--- src/hdl/assert_macros.svh ---
// Assertion helpers used by the RTL core.
`ifndef ASSERT_MACROS_SVH
`define ASSERT_MACROS_SVH

// Property must hold at every clock edge outside reset.
`define ASSERT_HOLDS(label, clk, rst, prop) \
   label: assert property (@(posedge clk) disable iff (rst) (prop)) \
      else $error("assertion failed");

// Expression must never be true outside reset.
`define ASSERT_NEVER(label, clk, rst, expr) \
   label: assert property (@(posedge clk) disable iff (rst) !(expr)) \
      else $error("forbidden condition seen");

`endif

--- src/hdl/smi_pkg.sv ---
`default_nettype none

package smi_pkg;

   // Defaults for the top-level parameters.
   localparam int MAX_ATOMS_DEFAULT  = 6;
   localparam int WORD_WIDTH_DEFAULT = 64;

   // Fixed port widths.
   localparam int WEIGHT_WIDTH   = 64;
   localparam int COEF_WIDTH     = 64;
   localparam int INDEX_WIDTH    = 6;
   localparam int ATOM_CNT_WIDTH = 3;

   // Reset value of the atom count register.
   localparam logic [ATOM_CNT_WIDTH-1:0] ATOM_COUNT_RESET = 3'd6;

endpackage

`default_nettype wire

--- src/hdl/smi_store.sv ---
`default_nettype none

module smi_store #(
   parameter int ADDR_WIDTH = smi_pkg::MAX_ATOMS_DEFAULT,
   parameter int DATA_WIDTH = smi_pkg::WORD_WIDTH_DEFAULT
) (
   input  wire logic                  clock,
   input  wire logic                  wr_en,
   input  wire logic [ADDR_WIDTH-1:0] wr_addr,
   input  wire logic [DATA_WIDTH-1:0] wr_data,
   input  wire logic                  rd_en,
   input  wire logic [ADDR_WIDTH-1:0] rd_addr_a,
   input  wire logic [ADDR_WIDTH-1:0] rd_addr_b,
   output logic      [DATA_WIDTH-1:0] rd_data_a,
   output logic      [DATA_WIDTH-1:0] rd_data_b
);

   localparam int Depth = 1 << ADDR_WIDTH;

   logic [DATA_WIDTH-1:0] mem [Depth];
   logic [DATA_WIDTH-1:0] rd_a_ff;
   logic [DATA_WIDTH-1:0] rd_b_ff;

   // One write port and two registered read ports; read data holds while
   // no read is enabled.
   always_ff @(posedge clock) begin
      if (wr_en) begin
         mem[wr_addr] <= wr_data;
      end
      if (rd_en) begin
         rd_a_ff <= mem[rd_addr_a];
         rd_b_ff <= mem[rd_addr_b];
      end
   end

   assign rd_data_a = rd_a_ff;
   assign rd_data_b = rd_b_ff;

endmodule

`default_nettype wire

--- config.mk ---
export PLATFORM = sky130hd
export DESIGN_NAME = smi_store
export DESIGN_NICKNAME = d
export VERILOG_FILES = /design/src/hdl/assert_macros.svh /design/src/hdl/smi_pkg.sv /design/src/hdl/smi_store.sv
export SDC_FILE = /design/constraint.sdc
export NUM_CORES = 2
export LEC_CHECK = 0
export BUFFER_PORTS_ARGS = -buffer_cell sky130_fd_sc_hd__buf_2
export CAP_MARGIN = 10
export CORE_MARGIN = 2
export CORE_UTILIZATION = 40
export DETAILED_ROUTE_END_ITERATION = 6
export HOLD_SLACK_MARGIN = 0.06
export PLACE_DENSITY_LB_ADDON = 0.2
export SLEW_MARGIN = 0
export SYNTH_ARGS = -nofsm -noshare
export SYNTH_HDL_FRONTEND = slang
export SYNTH_SLANG_ARGS = --single-unit
--- constraint.sdc ---
create_clock -name clock -period 5.5 [get_ports clock]
set_input_delay 0.55 -clock clock [delete_from_list [all_inputs] [get_ports clock]]
set_output_delay 0.55 -clock clock [all_outputs]
set_load 0.02 [all_outputs]
# After elaboration in Yosys (flattened, before gate mapping)
# Memories as Yosys holds them, arrays and structs flattened. A register that Yosys moved wholly into a read port is not among the register bits.
# Index checks and enable logic that the tools add are counted.
# word_totals
input_bits	85
n_memories	1
word_cells	3
register_bits	0
out_inout_bits	128
mem_bits_rw	4096
# op_classes
muxes	2
# memory_table
name	depth	word_bits	read_ports	rd_clocked_by_memory_dff	wr	line_no	source
mem	64	64	2	2	1	smi_store.sv:20	logic [DATA_WIDTH-1:0] mem [Depth];
# op_table
operator	n
1-bit two-way mux	2

# Longest topological paths before layout
# depth
word_depth	2
depth_mapped	9
depth_no_buf	5

# Worst setup path before layout
# Ideal clock, no wire load.
# synth_timing
path_type	input to register
from	input wr_addr[3]
to	memory mem[48][0] (netlist name), enable pin
setup_slack_ns	-0.460
stages	4
arrival_time_ns	5.396
n_path_buf	1
required_ns	4.936
setup_time_ns	0.564
path_cell_list	clkbuf_1 -> nor2b_1 -> nand4b_1 -> nor3_1
# synth_lines
item	line_no	source
start, declared	smi_store.sv:9	input wire logic [ADDR_WIDTH-1:0] wr_addr,
end, declared	smi_store.sv:20	
# No word-level cell before the write port.

==> run_results.csv <==
group,metric,value,unit
power,internal-power,54.90,mW
placement,dp_hpwl,423100,um
setup_path,slowest_delay,920,ps
clocking,clk_pin_slew,70,ps
setup_path,critPathCaptureType,"flip-flop",
synth,synthMuxAreaShare,25.04,%
min_path,holdPathEnd,"mem[48][29]",
synth,synth.distinct_cells,41,
floorplanning,row_count,252,
sta,grt_setup_unrepaired,"no",
setup_path,crit_chain,"buf_4, buf_4, nand2b_2, buf_4, o22ai_1, nor3_1, o22a_1",
global_routing,grt_pass1_vias,112000,
clocking,numCtsBuffers,448,
placement,place.gp.congestion,0.8571,
synth,synth-adder-area-share,0,%
synth,synth_edf_count,4224,
route,wl,730800,um
setup_path,crit_start,"rd_addr_b[3]",
route,route.antenna.remaining_nets,0,
synth,synth_top_flop_cell,"edfxtp_1",
synth,synth-xor-area-share,0,%
route,dr.pass1.iters,5,
clocking,h-tree-depth,5,
setup_path,arrival,4250,ps
global_routing,overflow,0,
floorplanning,coreArea,471100,sq um
synth,synthSimpleGateAreaFrac,1.073,%
route,m1WireLength,262900,um
global_routing,antenna_found_initial,108,
cells_and_area,final_cell_mix,"edfxtp_1, mux4_2, o22ai_1",
synth,synth_area_leaders,"edfxtp_1, mux4_2, o22ai_1, mux2i_1, buf_2",
sta,slew-limit-headroom,9.112,%
route,num_vias,112100,
synth,ys_async_sr_fraction,0,%
power,comb_power_share,8.1,%
synth,synth-compound-area-share,4.771,%
cells_and_area,area_growth,13.53,%
setup_path,cpLargestDelayFamily,"simple AND/OR/NAND/NOR gates",
synth,ys_ff_latch,4224,
synth,synthCells,8841,
sta,tightest_slew,1360,ps
min_path,hp-class,"in -> reg",
synth,synthesis.area,189100,sq um
setup_path,cp_num_buf_inv,3,
clocking,cts_sinks,4224,
global_routing,grt_start_max_net_pins,110,
power,irDropWorstVdd,0.3017,mV
sta,min_period,3334,ps
sta,fin_crit_sh,60.61,%
sta,finalSetupTns,0,ps
synth,yosysWarnings,0,
floorplanning,ios,213,
cells_and_area,layout_commonest_cell,"edfxtp_1",
power,cellPowerDensity,336.3,nW/um^2
setup_path,crit_fanout,26,
min_path,min_from,"wr_data[29]",
synth,postSynthNetCount,8926,
power,seqPwrFrac,50.0,%
power,power_switching,17.30,mW
sta,fin_worst_skew,59.51,ps
clocking,clock_latency,1080,ps
power,switching_share,23.96,%
route,dr_wl_met3,86860,um
route,routed-wl-met2,337300,um
global_routing,grt_pass1_wl,980200,um
route,drtIter0Drc,19110,
setup_path,path_class,"in -> reg",
power,clkPwrFrac,41.9,%
status,outcome,"finished, final reports clean",
synth,synth_top_area_share,67.08,%
route,highest_layer,"met5",
clocking,cts.path.max_buffers,4,
setup_path,timing.rr.start,"mem[5][45]",
flow_run,maxCapViolCount,0,
route,via_per_inst,7.029,
route,routedWlPerCell,45.81,um
setup_path,reg2reg_to,"rd_data_a[45]",
clocking,cts_tree,"yes",
setup_path,worstSetupStartpointType,"input pin",
floorplanning,die_area,478200,sq um
floorplanning,chipWidth,691.6,um
cells_and_area,finalNetCount,9279,
floorplanning,start_util,40.14,%
synth,syn_avg_cell_area,21.39,sq um
floorplanning,die_y,691.6,um
global_routing,track_usage,30.00,%
route,drc,0,
sta,hold_ws,214.8,ps
placement,portBuffers,212,
setup_path,rrSetupSlack,3110,ps
min_path,worstHoldPathCells,1,
sta,setup_viol,0,
setup_path,cp_common_cell,"buf_4",
synth,synth_top_cell_by_area,"edfxtp_1",
synth,synth_top_family_by_area,"multiplexers",
setup_path,rr_worst_depth,5,
synth,synth_seq_area_share,67.08,%
sta,slew_viol_final,0,
cells_and_area,n_fill_cell,39330,
cells_and_area,layout-drive-gt1-share,35.84,%
power,power.leakage,65.62,nW
clocking,clockRootBuffer,"clkbuf_16",
setup_path,required,6420,ps
setup_path,crit_slowest_cell,"nor3_1",
sta,max_freq,0.3000,GHz
sta,hold_viol,0,
power groups by stage:
stage               logic (mW)  clock network [mW]  registers [mW]
floorplan                 3.23                   0            36.7
global placement          5.72                   0            36.8
detailed placement        5.78                   0            36.8
CTS                       5.79                30.5            36.1
global route              6.02                31.6            36.1
finish                    5.83                30.2            36.1
flip-flops by register name (all words and copies together), names as in the netlist:
| name | flops |
|---|---|
| mem | 4096 |
| rd_data_a | 64 |
| rd_data_b | 64 |
per-stage QoR:
step	cell area, sq um	power (mW)	utilization, %	cells	worst slack (ps)
finish	214700	72.20	45.57	15950	2166
detailed placement	199900	42.59	42.43	14970	1255
floorplan	189100	39.92	-	8841	910.0
global placement	199900	42.51	42.43	14960	1247
CTS	214300	72.37	45.48	15790	2373
global route	214600	73.80	45.55	15910	2205
logic make-up (layout without fill, tap and decap cells):
| logic type | after synthesis | after routing |
|---|---|---|
| AOI/OAI and AO/OA | 1247 | 1247 |
| buffers and inverters | 743 | 1472 |
| DFF | 4224 | 4224 |
| muxes | 2209 | 2209 |
| other | 0 | 159 |
| and+or+nand+nor | 418 | 418 |
area by class of cell:
type,count,area [sq um],share of cell area [%]
Sequential cell,4224,126800,59.09
Multi-Input combinational cell,3874,59160,27.56
Clock buffer,544,11630,5.420
Tap cell,6223,7786,3.627
Timing Repair Buffer,645,6140,2.860
Clock inverter,282,2713,1.264
Antenna cell,159,397.9,0.1853
Inverter,1,6.256,0.002914
cell usage after synthesis, drive strengths merged, types with 55 or more instances:
master / instances
a21oi: 128
a22o: 136
nor3: 63
mux4: 2016
buf: 445
mux2i: 177
o221ai: 73
nor4: 55
nor2: 164
clkbuf: 297
a221oi: 153
a211oi: 79
edfxtp: 4224
o22ai: 533
worst register-to-register path, delay by kind of cell (launching register included):
kind	cells	cell delay [ps]
mux	2	340
flops	1	360
compound gates	3	1330
worst max path at each step:
stage / endpoint / slack, ps / depth (start not counted)
2_1_floorplan: mem[39][0] / 910 / 4
3_3_place_gp: rd_data_b[21] / 1250 / 8
3_5_place_dp: rd_data_b[52] / 1250 / 7
4_1_cts: rd_data_b[52] / 2370 / 7
5_1_grt: rd_data_b[52] / 2210 / 7
6_report: rd_data_b[52] / 2170 / 7
repair_timing:
action                    in CTS  in global routing
setup buffers                  0                  0
hold endpoints to repair       9                  0
gates resized for setup        0                  0
hold buffers                   1                  0
routing by layer:
| layer | global-route usage (%) | vias up |
|---|---|---|
| met4 | 15.31 | 34 |
| met2 | 46.23 | 8588 |
| met1 | 39.96 | 61100 |
| li1 | - | 40660 |
| met5 | 0 | - |
| met3 | 7.195 | 1748 |
Note: power is estimated with default switching activity, not from simulation.
